## src/sv/fmt_pkg.sv

```systemverilog
// fmt_pkg: types, constants and helpers for the integer to ascii formatter
// no dependencies; imported by every module of the block

package fmt_pkg;

    localparam int VALUE_W      = 32;
    localparam int MAX_DIGITS   = 10;
    localparam int DIGIT_IDX_W  = $clog2(MAX_DIGITS);
    localparam int ND_W         = $clog2(MAX_DIGITS + 1);
    localparam int PAD_W        = 4;
    localparam int QUEUE_DEPTH  = 2;

    localparam logic [PAD_W-1:0]   PAD_LIMIT = 4'd9;
    localparam logic [VALUE_W-1:0] RECIP_10  = 32'hCCCC_CCCD;
    localparam int                 RECIP_SHIFT = 35;

    localparam logic [7:0] CH_MINUS = 8'h2D;
    localparam logic [7:0] CH_ZERO  = 8'h30;
    localparam logic [7:0] CH_LOWA  = 8'h61;
    localparam logic [7:0] CH_SPACE = 8'h20;

    typedef enum logic [1:0] {
        OP_SDEC = 2'd0,
        OP_UDEC = 2'd1,
        OP_HEX  = 2'd2,
        OP_RSVD = 2'd3
    } fmt_op_t;

    typedef struct packed {
        logic [VALUE_W-1:0] value;
        logic [1:0]         opcode;
        logic [PAD_W-1:0]   pad_width;
        logic               zero_pad;
    } fmt_in_t;

    typedef struct packed {
        logic [7:0] char_out;
        logic       last;
    } fmt_out_t;

    // one converted number waiting to be emitted, digits least significant first
    typedef struct packed {
        logic [MAX_DIGITS-1:0][3:0] digits;
        logic [ND_W-1:0]            nd;
        logic                       neg;
        logic [PAD_W-1:0]           pad;
        logic                       zp;
    } fmt_job_t;

    typedef struct packed {
        logic full;
        logic empty;
    } fmt_q_status_t;

    typedef enum logic [1:0] {
        F_IDLE,
        F_CONV,
        F_PUSH
    } fmt_front_state_t;

    typedef enum logic [1:0] {
        B_IDLE,
        B_PAD,
        B_SIGN,
        B_DIGIT
    } fmt_back_state_t;

    function automatic logic [7:0] digit_to_ascii(input logic [3:0] d);
        logic [7:0] ch;
        if (d < 4'd10)
        begin
            ch = CH_ZERO + {4'b0, d};
        end
        else
        begin
            ch = CH_LOWA + {4'b0, d} - 8'd10;
        end
        return ch;
    endfunction

endpackage

```

## src/sv/fmt_queue.sv

```systemverilog
// fmt_queue: short fifo of converted jobs between front and back
// depends on fmt_pkg

module fmt_queue
    import fmt_pkg::*;
#(
    parameter int DEPTH = QUEUE_DEPTH
)
(
    input  logic          clk,
    input  logic          rst_n,
    input  logic          push,
    input  fmt_job_t      wr_job,
    input  logic          pop,
    output fmt_job_t      head,
    output fmt_q_status_t status
);

    localparam int PTR_W = (DEPTH > 1) ? $clog2(DEPTH) : 1;
    localparam int CNT_W = $clog2(DEPTH + 1);

    fmt_job_t mem [DEPTH];

    logic [PTR_W-1:0] wr_ptr_reg, wr_ptr_next;
    logic [PTR_W-1:0] rd_ptr_reg, rd_ptr_next;
    logic [CNT_W-1:0] count_reg, count_next;

    function automatic logic [PTR_W-1:0] ptr_inc(input logic [PTR_W-1:0] p);
        logic [PTR_W-1:0] n;
        if (p == PTR_W'(DEPTH - 1))
            n = '0;
        else
            n = p + PTR_W'(1);
        return n;
    endfunction

    always_comb
    begin
        status.full  = (count_reg == CNT_W'(DEPTH));
        status.empty = (count_reg == '0);
        head         = mem[rd_ptr_reg];
        wr_ptr_next  = push ? ptr_inc(wr_ptr_reg) : wr_ptr_reg;
        rd_ptr_next  = pop ? ptr_inc(rd_ptr_reg) : rd_ptr_reg;
        count_next   = count_reg;
        if (push && !pop)
            count_next = count_reg + CNT_W'(1);
        else if (pop && !push)
            count_next = count_reg - CNT_W'(1);
    end

    always_ff @(posedge clk or negedge rst_n)
    begin
        if (!rst_n)
        begin
            wr_ptr_reg <= '0;
            rd_ptr_reg <= '0;
            count_reg  <= '0;
        end
        else
        begin
            wr_ptr_reg <= wr_ptr_next;
            rd_ptr_reg <= rd_ptr_next;
            count_reg  <= count_next;
        end
    end

    always_ff @(posedge clk)
    begin
        if (push)
            mem[wr_ptr_reg] <= wr_job;
    end

endmodule

```

## config.mk

```make
export PLATFORM = sky130hd
export DESIGN_NAME = fmt_queue
export DESIGN_NICKNAME = d
export VERILOG_FILES = /design/src/sv/fmt_pkg.sv /design/src/sv/fmt_queue.sv
export SDC_FILE = /design/constraint.sdc
export NUM_CORES = 1
export LEC_CHECK = 0
export BUFFER_PORTS_ARGS = -buffer_cell sky130_fd_sc_hd__buf_2
export CORE_MARGIN = 5
export CORE_UTILIZATION = 47
export CTS_CLUSTER_SIZE = 24
export DETAILED_ROUTE_END_ITERATION = 7
export GPL_TIMING_DRIVEN = 0
export PLACE_DENSITY = 0.81
export SETUP_SLACK_MARGIN = 0.4
export SLEW_MARGIN = 20
export SYNTH_ARGS = -nofsm -noshare
export SYNTH_HDL_FRONTEND = slang
export SYNTH_SLANG_ARGS = --single-unit
```

## constraint.sdc

```tcl
create_clock -name clk -period 2.9 [get_ports clk]
set_input_delay 0.435 -clock clk [delete_from_list [all_inputs] [get_ports clk]]
set_output_delay 0.435 -clock clk [all_outputs]
set_load 0.05 [all_outputs]
```

# Word level (Yosys, flattened, before mapping)
# Memories as Yosys holds them, arrays and structs flattened.
# Index checks and enable logic that the tools add are counted.
word_totals:
  ff_bits: 4
  ram_bits: 100
  in_bits: 54
  out_inout_bits: 52
  elab_cells: 21
  n_memories: 1
op_classes:
  addsub: 4
  n_eq_ne: 1
  muxes: 6
  n_reduce_logical: 6
mem_list:
  columns: ["memory", "words", "word_bits", "read_ports", "rd_ports_with_merged_regs", "wr", "line_no", "source"]
  rows:
  - ["mem", 2, 50, 1, 0, 1, "fmt_queue.sv:22", "fmt_job_t mem [DEPTH];"]
op_table:
  columns: ["cell", "n"]
  rows:
  - ["1-bit 2-to-1 mux", 4]
  - ["2-bit 2-to-1 mux", 2]
  - ["1-bit adder, second input constant", 2]
  - ["2-bit by 1-bit adder with 2-bit output, second input constant", 1]
  - ["2-bit == test, second input constant", 1]
  - ["1-bit logical AND", 2]
  - ["1-bit zero test", 2]
  - ["2-bit zero test", 1]
  - ["2-bit nonzero test", 1]
  - ["2-bit by 1-bit subtractor with 2-bit output, second input constant", 1]

# Longest topological paths before layout
logic_depth:
  depth_word: 4
  depth_mapped: 5
  depth_no_buf: 5

# Worst setup path after synthesis
# OpenSTA, ideal clock, no wires.
synth_path:
  kind: "input-to-reg"
  from: "input push"
  to: "memory mem[0][0] in the netlist's numbering (enable)"
  setup_ns: 0.464
  arrival_ns: 2.651
  t_required_ns: 2.436
  setup_slack_ns: -0.215
  path_stages: 1
  n_path_buf: 0
  cell_sequence: "nor2b_1"
synth_between:
  elab_chain_len: 2
synth_lines:
  columns: ["element", "line_no", "source"]
  rows:
  - ["start, declared", "fmt_queue.sv:12", "input logic push,"]
  - ["1-bit 2-to-1 mux", "fmt_queue.sv:69", "if (push)"]
  - ["1-bit 2-to-1 mux (implied by the code)", "fmt_queue.sv:70", "mem[wr_ptr_reg] <= wr_job;"]
  - ["end, declared", "fmt_queue.sv:22", null]
# No other way between the ends.

==> impl_metrics.tcl <==
set metrics [dict create \
    drt-vias-per-instance 4.78 \
    vdd_drop_max_mv 0.618 \
    min_path_type "in2reg" \
    setup_viol 0 \
    crit_chain "buf_6, buf_12, mux2_4, buf_2" \
    port_buffers 105 \
    cp.required_ns 2.47 \
    fin_util_pct 59.6 \
    nets 346 \
    crit_fanout 10 \
    antenna_cells 0 \
    final.setup.worst_slack_ns 0.906 \
    fin_crit_ns 1.99 \
    criticalPathCategory "reg2out" \
    grt_setup_unrepaired "false" \
    vias 1918 \
    p_leak_nw 2.01 \
    timing.hold.ws_ns 0.266 \
    swShare_pct 40.8 \
    dp_cells 384 \
    cp.depth 4 \
    critPathSlowestCell "dfrtp_1" \
    cap_violations 0 \
    num_io_pins 106 \
    slew_headroom_pct 54.0 \
    core_area_um2 8300 \
    synthMuxAreaShare_pct 18.5 \
    area_delta_synth_final_pct 22.1 \
    clock.fmax_mhz 502 \
    synth_nets 227 \
    grt_pass1_vias 2129 \
    power.switching_mw 2.24 \
    insertion_delay_ns 0.35 \
    synth_cell_type_count 13 \
    postCtsSetupBuffers 0 \
    synth_top_family_by_area "multiplexers" \
    drt_iter0_drc 36 \
    grt_usage_pct 13.0 \
    start_util_pct 48.8 \
    grt_remaining_overflow 0 \
    cp_slowest_stage_delay_ns 0.38 \
    yosysWarnings 0 \
    pre_cts_ws_ns 1.29 \
    synth_compound_area_share_pct 0 \
    p_seq_share_pct 38.1 \
    drcViolationCount 0 \
    r2r_slack_ns 1.44 \
    nFillCells 665 \
    post-dp-hpwl_um 4570 \
    finalClockSkew_ns 0.00866 \
    max_slew.worst_pin.slew_ns 0.690 \
    finalHoldViolCount 0 \
    numCtsBuffers 9 \
    syn-instance-count 172 \
    path_clk_slew_ns 0.09 \
    p_clk_share_pct 13.7 \
    cts.sink_count 104 \
    synth_adder_area_share_pct 0.309 \
    cts_max_path_buffers 2 \
    wl_per_cell_um 16.3 \
    critical-path-top-delay-family "buffers and inverters" \
    synth_xor_area_share_pct 1.08 \
    p_per_area_nw_per_um2 1110 \
    firstDrtPassIters 4 \
    fp.dieW_um 103 \
    intPower_mw 3.24 \
    dieArea_um2 10600 \
    layout-drive-gt1-share_pct 60.5 \
    p_comb_share_pct 48.2 \
    yosys.area_share.simple_pct 0.649 \
    finalCritPeriodShare_pct 68.7 \
    die_h_um 103 \
    ant_nets 0 \
    cts_tree "built" \
    critPathCaptureType "primary output" \
    grt_max_degree 51 \
    cts-root-buf "clkbuf_8" \
    largest_reg_flops 100 \
    htreeDepth 3 \
    cts_resized 0 \
    rows 33 \
    ys_ff_latch 104 \
    totalWireLength_um 6520 \
    instances_no_fill 401 \
    yosysSeqAreaShare_pct 76.7 \
    antenna_found_initial 1 \
    cts_hold_buf 1 \
    gp_congestion 0.709 \
    cp-start-kind "flip-flop" \
    arrival_ns 1.56 \
    finalMaxSlewViolations 0 \
    reg2regPathDepth 1 \
    critPathBufInv 3 \
    status "finished clean" \
    grt_pass1_wl_um 9950 \
    netlist_area_um2 4050 \
    hold_depth 1 \
    finalSetupTns_ns 0 \
    syn_avg_cell_area_um2 23.5 \
]
[metal layers]
metal  share of wire [%]  vias to the layer above  track usage, %
met5                0.18                        -               0
met4                 1.6                        2            6.27
met3                 7.3                       10            4.19
met2                  54                       62            23.7
met1                  37                      936            13.4
li1                    -                      908               -
[kinds of logic after synthesis]
kind of cell             Yosys count
flip-flops                       104
multiplexers                      50
buffers and inverters              7
XOR/XNOR                           5
AND/OR/NAND/NOR                    5
adder cells (fa/ha/maj)            1
[cell usage after synthesis]
cell type  number  area [um^2]
edfxtp_1      100         3000
mux2_4         49          736
buf_12          5          100
dfrtp_1         4          100
xor2_1          4         35.0
nor2_1          2         7.51
nor2b_1         2         12.5
and2_1          1         6.26
buf_6           1         11.3
ha_1            1         12.5
inv_1           1         3.75
mux2_2          1         11.3
xnor2_1         1         8.76
[power groups by stage]
stage | registers [mW] | logic (mW) | clock network, mW
floorplan | 2.10 | 2.18 | 0
global route | 2.12 | 2.76 | 0.867
CTS | 2.09 | 2.68 | 0.788
global placement | 2.12 | 2.61 | 0
finish | 2.09 | 2.64 | 0.752
detailed placement | 2.12 | 2.68 | 0
[per-stage QoR]
stage,area [um^2],power (mW)
global route,4940,5.74
detailed placement,4770,4.80
CTS,4940,5.56
finish,4940,5.48
global placement,4710,4.72
floorplan,4050,4.29
[path summary, 6_finish.rpt]
kind | start | to
max | rd_ptr_reg | head[22]
min | wr_job[7] | mem[1][7]
max reg2reg | wr_ptr_reg | mem[1][49]
min reg2reg | count_reg[1] | count_reg[1]
max in group asynchronous | rst_n | wr_ptr_reg
min in group asynchronous | rst_n | count_reg[1]
[cells in the final DEF, fill, tap and decap left out, drive strengths merged, types with 2 or more instances in the layout]
master / Yosys / routed
nor2b: 2 / 2
mux2: 50 / 50
clkinvlp: 0 / 3
clkinv: 0 / 3
dfrtp: 4 / 4
xor2: 4 / 4
nor2: 2 / 2
buf: 6 / 113
clkbuf: 0 / 10
edfxtp: 100 / 100
[layout make-up]
type,instances,area [um^2],area share (%)
clock inverter,6,36.3,0.734
inverter,1,3.75,0.0759
buffer,6,111,2.25
tap,105,131,2.66
timing repair buffer,108,591,11.9
sequential,104,3100,62.8
clock buffer,10,128,2.58
multi-input combinational,61,840,17.0
Note: power is estimated with default switching activity, not from simulation.
