### src/sv/fmt_pkg.sv
// fmt_pkg: types, constants and helpers for the integer to ascii formatter
// no dependencies; imported by every module of the block

package fmt_pkg;

    localparam int VALUE_W      = 32;
    localparam int MAX_DIGITS   = 10;
    localparam int DIGIT_IDX_W  = $clog2(MAX_DIGITS);
    localparam int ND_W         = $clog2(MAX_DIGITS + 1);
    localparam int PAD_W        = 4;
    localparam int QUEUE_DEPTH  = 2;

    localparam logic [PAD_W-1:0]   PAD_LIMIT = 4'd9;
    localparam logic [VALUE_W-1:0] RECIP_10  = 32'hCCCC_CCCD;
    localparam int                 RECIP_SHIFT = 35;

    localparam logic [7:0] CH_MINUS = 8'h2D;
    localparam logic [7:0] CH_ZERO  = 8'h30;
    localparam logic [7:0] CH_LOWA  = 8'h61;
    localparam logic [7:0] CH_SPACE = 8'h20;

    typedef enum logic [1:0] {
        OP_SDEC = 2'd0,
        OP_UDEC = 2'd1,
        OP_HEX  = 2'd2,
        OP_RSVD = 2'd3
    } fmt_op_t;

    typedef struct packed {
        logic [VALUE_W-1:0] value;
        logic [1:0]         opcode;
        logic [PAD_W-1:0]   pad_width;
        logic               zero_pad;
    } fmt_in_t;

    typedef struct packed {
        logic [7:0] char_out;
        logic       last;
    } fmt_out_t;

    // one converted number waiting to be emitted, digits least significant first
    typedef struct packed {
        logic [MAX_DIGITS-1:0][3:0] digits;
        logic [ND_W-1:0]            nd;
        logic                       neg;
        logic [PAD_W-1:0]           pad;
        logic                       zp;
    } fmt_job_t;

    typedef struct packed {
        logic full;
        logic empty;
    } fmt_q_status_t;

    typedef enum logic [1:0] {
        F_IDLE,
        F_CONV,
        F_PUSH
    } fmt_front_state_t;

    typedef enum logic [1:0] {
        B_IDLE,
        B_PAD,
        B_SIGN,
        B_DIGIT
    } fmt_back_state_t;

    function automatic logic [7:0] digit_to_ascii(input logic [3:0] d);
        logic [7:0] ch;
        if (d < 4'd10)
        begin
            ch = CH_ZERO + {4'b0, d};
        end
        else
        begin
            ch = CH_LOWA + {4'b0, d} - 8'd10;
        end
        return ch;
    endfunction

endpackage

### src/sv/fmt_back.sv
// fmt_back: emits pad, sign and digits of one job per character, registered output
// depends on fmt_pkg; reads the head of fmt_queue

module fmt_back
    import fmt_pkg::*;
(
    input  logic          clk,
    input  logic          rst_n,
    input  fmt_job_t      head,
    input  fmt_q_status_t q_status,
    output logic          pop,
    output logic          strobe,
    output fmt_out_t      result
);

    fmt_back_state_t state_reg, state_next;

    fmt_job_t         job_reg, job_next;
    logic [PAD_W-1:0] pad_cnt_reg, pad_cnt_next;
    logic [ND_W-1:0]  idx_reg, idx_next;
    logic             strobe_reg, strobe_next;
    logic [7:0]       char_reg, char_next;
    logic             last_reg, last_next;

    logic [PAD_W-1:0] head_len;
    logic [PAD_W-1:0] head_pad_cnt;

    assign head_len     = PAD_W'(head.nd) + PAD_W'(head.neg);
    assign head_pad_cnt = (head.pad > head_len) ? (head.pad - head_len) : '0;

    always_comb
    begin
        state_next = state_reg;
        case (state_reg)
            B_IDLE:
            begin
                if (!q_status.empty)
                begin
                    if (head_pad_cnt != '0)
                        state_next = B_PAD;
                    else if (head.neg)
                        state_next = B_SIGN;
                    else
                        state_next = B_DIGIT;
                end
            end
            B_PAD:
            begin
                if (pad_cnt_reg == PAD_W'(1))
                    state_next = job_reg.neg ? B_SIGN : B_DIGIT;
            end
            B_SIGN:  state_next = B_DIGIT;
            B_DIGIT:
            begin
                if (idx_reg == '0)
                    state_next = B_IDLE;
            end
            default: state_next = B_IDLE;
        endcase
    end

    always_comb
    begin
        pop          = 1'b0;
        job_next     = job_reg;
        pad_cnt_next = pad_cnt_reg;
        idx_next     = idx_reg;
        strobe_next  = 1'b0;
        char_next    = char_reg;
        last_next    = 1'b0;
        case (state_reg)
            B_IDLE:
            begin
                if (!q_status.empty)
                begin
                    pop          = 1'b1;
                    job_next     = head;
                    pad_cnt_next = head_pad_cnt;
                    idx_next     = head.nd - ND_W'(1);
                end
            end
            B_PAD:
            begin
                strobe_next  = 1'b1;
                char_next    = job_reg.zp ? CH_ZERO : CH_SPACE;
                pad_cnt_next = pad_cnt_reg - PAD_W'(1);
            end
            B_SIGN:
            begin
                strobe_next = 1'b1;
                char_next   = CH_MINUS;
            end
            B_DIGIT:
            begin
                strobe_next = 1'b1;
                char_next   = digit_to_ascii(job_reg.digits[idx_reg[DIGIT_IDX_W-1:0]]);
                last_next   = (idx_reg == '0);
                idx_next    = idx_reg - ND_W'(1);
            end
            default:
            begin
            end
        endcase
    end

    assign strobe          = strobe_reg;
    assign result.char_out = char_reg;
    assign result.last     = last_reg;

    always_ff @(posedge clk or negedge rst_n)
    begin
        if (!rst_n)
        begin
            state_reg  <= B_IDLE;
            strobe_reg <= 1'b0;
        end
        else
        begin
            state_reg  <= state_next;
            strobe_reg <= strobe_next;
        end
    end

    always_ff @(posedge clk)
    begin
        job_reg     <= job_next;
        pad_cnt_reg <= pad_cnt_next;
        idx_reg     <= idx_next;
        char_reg    <= char_next;
        last_reg    <= last_next;
    end

endmodule

### config.mk
export PLATFORM = sky130hd
export DESIGN_NAME = fmt_back
export DESIGN_NICKNAME = d
export VERILOG_FILES = /design/src/sv/fmt_pkg.sv /design/src/sv/fmt_back.sv
export SDC_FILE = /design/constraint.sdc
export NUM_CORES = 1
export LEC_CHECK = 0
export ABC_CLOCK_PERIOD_IN_PS = 4050
export BUFFER_PORTS_ARGS = -buffer_cell sky130_fd_sc_hd__buf_2
export CELL_PAD_IN_SITES_DETAIL_PLACEMENT = 0
export CELL_PAD_IN_SITES_GLOBAL_PLACEMENT = 1
export CORE_ASPECT_RATIO = 0.5
export CORE_MARGIN = 2
export CORE_UTILIZATION = 44
export CTS_CLUSTER_DIAMETER = 60
export CTS_CLUSTER_SIZE = 25
export DETAILED_ROUTE_END_ITERATION = 6
export PLACE_DENSITY_LB_ADDON = 0.1
export SLEW_MARGIN = 20
export SYNTH_ARGS = -nofsm -noshare
export SYNTH_HDL_FRONTEND = slang
export SYNTH_SLANG_ARGS = --single-unit
### constraint.sdc
create_clock -name clk -period 4.05 [get_ports clk]
set_input_delay 0.81 -clock clk [delete_from_list [all_inputs] [get_ports clk]]
set_output_delay 0.81 -clock clk [all_outputs]
set_load 0.05 [all_outputs]
* Word-level counts from Yosys, hierarchy flattened
Cells that the tools add are included.
Word-level totals: flip-flop bits (word level) 62, input port bits 54, output and inout bits 11
Operators by class: add/sub/neg operators 8, $lt $le $gt $ge 3, equality and inequality tests 7, mux-type cells 20, bitwise gates (word level) 1, reductions and logical operators 11
Operators with widths (count):
- 8-bit case mux with 3 select lines | 1
- 4-bit binary-select mux with 4-bit select | 1
- 4-bit two-way mux | 4
- 4-bit case mux with 2 select lines | 2
- 4-bit by 1-bit subtractor with 4-bit output (second input constant) | 3
- 7-bit by 4-bit adder with 8-bit output (first input constant) | 1
- 2-bit two-way mux | 4
- 8-bit two-way mux | 1
- 2-bit case mux with 4 select lines | 1
- 8-bit by 4-bit subtractor with 8-bit output (second input constant) | 1
- 6-bit by 4-bit adder with 7-bit output (first input constant) | 1
- 2-bit != test (second input constant) | 3
- 2-bit AND reduction | 3
- 4-bit by 5-bit < comparator with 1-bit output (second input constant) | 1
- 1-bit two-way mux | 5
- 5-bit two-way mux | 1
- 4-bit by 1-bit adder with 4-bit output | 1
- 2-bit == test (second input constant) | 2
- 4-bit by 1-bit == test with 1-bit output (second input constant) | 1
- 4-bit greater-than comparator | 1
- 4-bit logical NOT | 1
- 4-bit < comparator (second input constant) | 1
- 2-bit nonzero test | 2
- 4-bit nonzero test | 1
- other kinds (7) | 7

* Logic depth before layout (Yosys ltp)
depth in word-level cells 7, depth in mapped cells 10, mapped depth without buffers 10

* Worst setup path after synthesis
OpenSTA, ideal clock, no wires.
kind input port to output port, start in q_status[0] in the netlist's numbering, end out pop, data arrival time 3.349 ns, data required time 3.240 ns, setup slack -0.109 ns, cell stages on the path 1, buffers on the path 0, path through nor2b_1
Between the ends: cells in the longest elaborated chain, start to end 2
RTL lines:
- start, declared | RTL line fmt_back.sv:10 | input fmt_q_status_t q_status,
- 1-bit two-way mux | RTL line fmt_back.sv:74 | if (!q_status.empty)
- 1-bit two-way mux | RTL line fmt_back.sv:71 | case (state_reg)
- end, declared | RTL line fmt_back.sv:11 | output logic pop,
No other way between the ends.

* Final worst setup path
start reg idx_reg[0], end reg char_reg[2], data pin
Between the ends: cells in the longest elaborated chain, start to end 6, elaborated cells on any way between the ends 8
RTL lines:
- start, declared | RTL line fmt_back.sv:20 | logic [ND_W-1:0] idx_reg, idx_next;
- start signal, assigned | RTL line fmt_back.sv:128 | idx_reg <= idx_next;
- 4-bit binary-select mux with 4-bit select * | RTL line fmt_back.sv:96 | char_next = digit_to_ascii(job_reg.digits[idx_reg[DIGIT_IDX_W-1:0]]);
- 4-bit two-way mux (not written as such) * | RTL line fmt_back.sv:96
- 7-bit by 4-bit adder with 8-bit output | RTL line fmt_pkg.sv:76 | ch = CH_LOWA + {4'b0, d} - 8'd10;
- 8-bit by 4-bit subtractor with 8-bit output | RTL line fmt_pkg.sv:76
- 8-bit two-way mux * | RTL line fmt_pkg.sv:70 | if (d < 4'd10)
- 8-bit case mux with 3 select lines * | RTL line fmt_back.sv:71
- end signal, assigned | RTL line fmt_back.sv:129 | char_reg <= char_next;
- end, declared | RTL line fmt_back.sv:22 | logic [7:0] char_reg, char_next;
Mark *: on every way between the ends. The rest lies on a longest branch, timed or not. The select of a mux whose other input is x is not followed. A chain may end at the register's enable or synchronous reset.

==> metrics.md <==
| Metric | Value |
|---|---|
| Status | completed |
| Yosys cell types | 42 |
| Unrepaired setup endpoints after global routing | false |
| Period utilization | 69.02% |
| CP Max Fanout | 15 |
| IO Port Bufs | 62 |
| Setup crit start kind | register |
| Synth Flop Type | edfxtp_1 |
| Max FFs per register | 42 |
| Drt wl/cell | 14.36 µm |
| Antenna violations before repair | 0 |
| Syn Nets | 273 |
| GP Congestion | 0.8235 |
| 1st-iter DRT viols | 75 |
| Crit path DAT | 2.87 ns |
| Vias per Instance | 4.919 |
| Max-Cap Viols | 0 |
| Max frequency | 357.8 MHz |
| H-tree Lvls | 3 |
| R2r worst-path depth | 6 |
| Commonest non-fill, non-tap cell in the layout | buf_2 |
| Layout area overhead | 22.93% |
| Pwr dens | 795.7 nW/µm² |
| First-pass GRT wire length | 8424 µm |
| Netlist Area Pre-Place | 2919 µm² |
| Reg clk slew, reported paths | 0.05 ns |
| CTS tree | yes |
| Max-slew violations | 0 |
| Worst endpoint required time | 4.12 ns |
| Final nets | 338 |
| Initial Util | 46.85% |
| Number of synthesis warnings | 0 |
| Num rows | 20 |
| Instance count on the critical path | 6 |
| Final Hold Fails | 0 |
| 1st-pass router iterations | 4 |
| Sequential fraction of the synthesis area | 61.89% |
| Area post-placement | 3307 µm² |
| Worst Tran Pin Value | 0.8128 ns |
| CP Buf/Inv Count | 0 |
| GRT Residual Overflow | 0 |
| CTS resizes | 0 |
| Root buf cell | clkbuf_16 |
| Largest net degree at the start of global routing | 43 |
| Core Box Area | 6231 µm² |
| Final setup TNS | 0 ns |
| Post-synth EDFFs | 57 |
| Post-Synthesis Mean Instance Area | 14.38 µm² |
| Relative slew slack | 45.82% |
| Hold bufs inserted after CTS | 0 |
| Num CTS Buffers | 9 |
| Worst clock skew | 0.004012 ns |
| Critical-path top delay cell | edfxtp_1 |
| Most frequent cells in the layout | 62 x buf_2, 57 x edfxtp_1, 16 x mux2i_1, 15 x ha_1, 14 x inv_1 |
| Diodes inserted | 0 |
| DRT Wirelength | 5171 µm |
| Worst path cell trace | mux4_2 > nand2b_1 > a22o_1 > ha_1 > nand2_1 > o41ai_1 |
| Leakage | 1.478 nW |
| Synth Instances | 203 |
| # DRC | 0 |
| Worst min path class | primary input to asynchronous set/reset pin |
| Delay-heaviest family, CP | flip-flops |
| Die Ht | 61.60 µm |
| Dpl hpwl | 3742 µm |
| Seq cells post-synth | 61 |
| Post-synth ARST share | 4.918% |
| Share of cells above drive strength 1 | 33.09% |
| Die Wd | 119.2 µm |
| Design area | 3588 µm² |
| All-layer global routing usage | 15.93% |
| Clk_lat worst skew | 0.33 ns |
| Vias in the first global route | 1760 |
| # clock sinks | 61 |
| Crit end category | register |
| Vias after detailed routing | 1771 |
| Final min period | 2.795 ns |
| Max rail drop VDD | 329.8 µV |
| Antenna-violating nets left | 0 |
| Setup bufs post-CTS | 0 |
| Max stage delay on crit path | 0.87 ns |
| IO Pins | 65 |
| Worst-case clock buffer depth | 2 |
| Kind of critical path | register to register |
| Die area | 7342 µm² |
| Final setup fails | 0 |
==> worst reg2reg max path: stages (launching register included) <==
cell and delay, ns:
edfxtp_1 0.87, mux4_2 0.62, nand2b_1 0.09, a22o_1 0.20
ha_1 0.19, nand2_1 0.07, o41ai_1 0.50
==> cells in the mapped netlist (2+ instances only) <==
library cell  instances  area (µm²)
o31ai_1               3       22.52
o41ai_1               2       17.52
nor3_1                2       10.01
a21o_1                2       15.01
nand2b_1              3       18.77
ha_1                 15       187.7
mux4_2                5       112.6
xnor2_1               2       17.52
conb_1                2       7.510
a31o_2                2       17.52
nor2_1               11       41.29
o22ai_2               2       25.02
nor2b_1               4       25.02
buf_4                 2       15.01
nand2_1              11       41.29
a22o_1                2       17.52
a21oi_1               5       25.02
a31oi_1               2       12.51
clkbuf_1              5       18.77
o21a_1                3       22.52
mux2_2                2       22.52
edfxtp_1             57        1712
inv_1                14       52.55
xor2_1                6       52.55
dfrtp_1               3       75.07
buf_2                 2       10.01
nand3_1               4       20.02
mux2i_1              16       160.2
==> stage by stage <==
stage / setup WS [ns] / std cells / hold slack (ns) / power (mW) / utilization (%)
CTS: 1.182 / 360 / 0.2652 / 2.891 / 57.59
finish: 1.255 / 360 / 0.2760 / 2.855 / 57.59
floorplan: 0.9498 / 203 / 0.4984 / 1.909 / -
global placement: 0.9851 / 345 / 0.5375 / 2.130 / 53.07
global route: 1.102 / 360 / 0.2675 / 3.038 / 57.59
detailed placement: 0.9365 / 345 / 0.5372 / 2.152 / 53.07
==> power by group <==
group / internal [mW] / switching (mW) / leakage (nW) / total [mW]
clock network: 0.468 / 0.253 / 0.140 / 0.721
registers: 0.938 / 0.148 / 0.582 / 1.09
logic: 0.426 / 0.622 / 0.755 / 1.05
==> kinds of logic after synthesis <==
kind of cell,after synthesis,synth area share [%]
flip-flops,61,61.89
adder cells (fa/ha/maj),16,7.115
XOR/XNOR,8,2.400
AND/OR/NAND/NOR,38,6.044
AO/OA/AOI/OAI,31,8.487
buffers and inverters,24,3.686
other,2,0.2573
multiplexers,23,10.12
==> metal layers <==
metal,up-vias,track usage (%),routed length (µm)
met5,-,0,0
met4,0,6.122,80
met3,10,7.037,376
met2,56,24.22,2173
met1,816,20.57,2540
li1,889,-,-
==> path summary, 6_finish.rpt <==
kind                                           from                        end  slack, ns
max                            idx_reg[0]$_DFFE_PP_  char_reg[2]$_SDFFCE_PP0P_       1.25
min                                           rst_n   state_reg[1]$_DFFE_PN0P_       0.28
max reg2reg                    idx_reg[0]$_DFFE_PP_  char_reg[2]$_SDFFCE_PP0P_       1.25
min reg2reg                state_reg[1]$_DFFE_PN0P_   state_reg[1]$_DFFE_PN0P_       0.56
max in group asynchronous                     rst_n           strobe$_DFF_PN0_       3.66
min in group clk           state_reg[1]$_DFFE_PN0P_   state_reg[1]$_DFFE_PN0P_       0.56
==> cell type report <==
class / count / area, µm²
fillers: 531 / 2643
flip-flops and latches: 61 / 1807
multi-input cells: 118 / 1012
repair buffers: 64 / 325.3
clock buffers: 10 / 229.0
well taps: 88 / 110.1
clock inverters: 5 / 52.55
inverters: 14 / 52.55
Note: power is estimated with default switching activity, not from simulation.
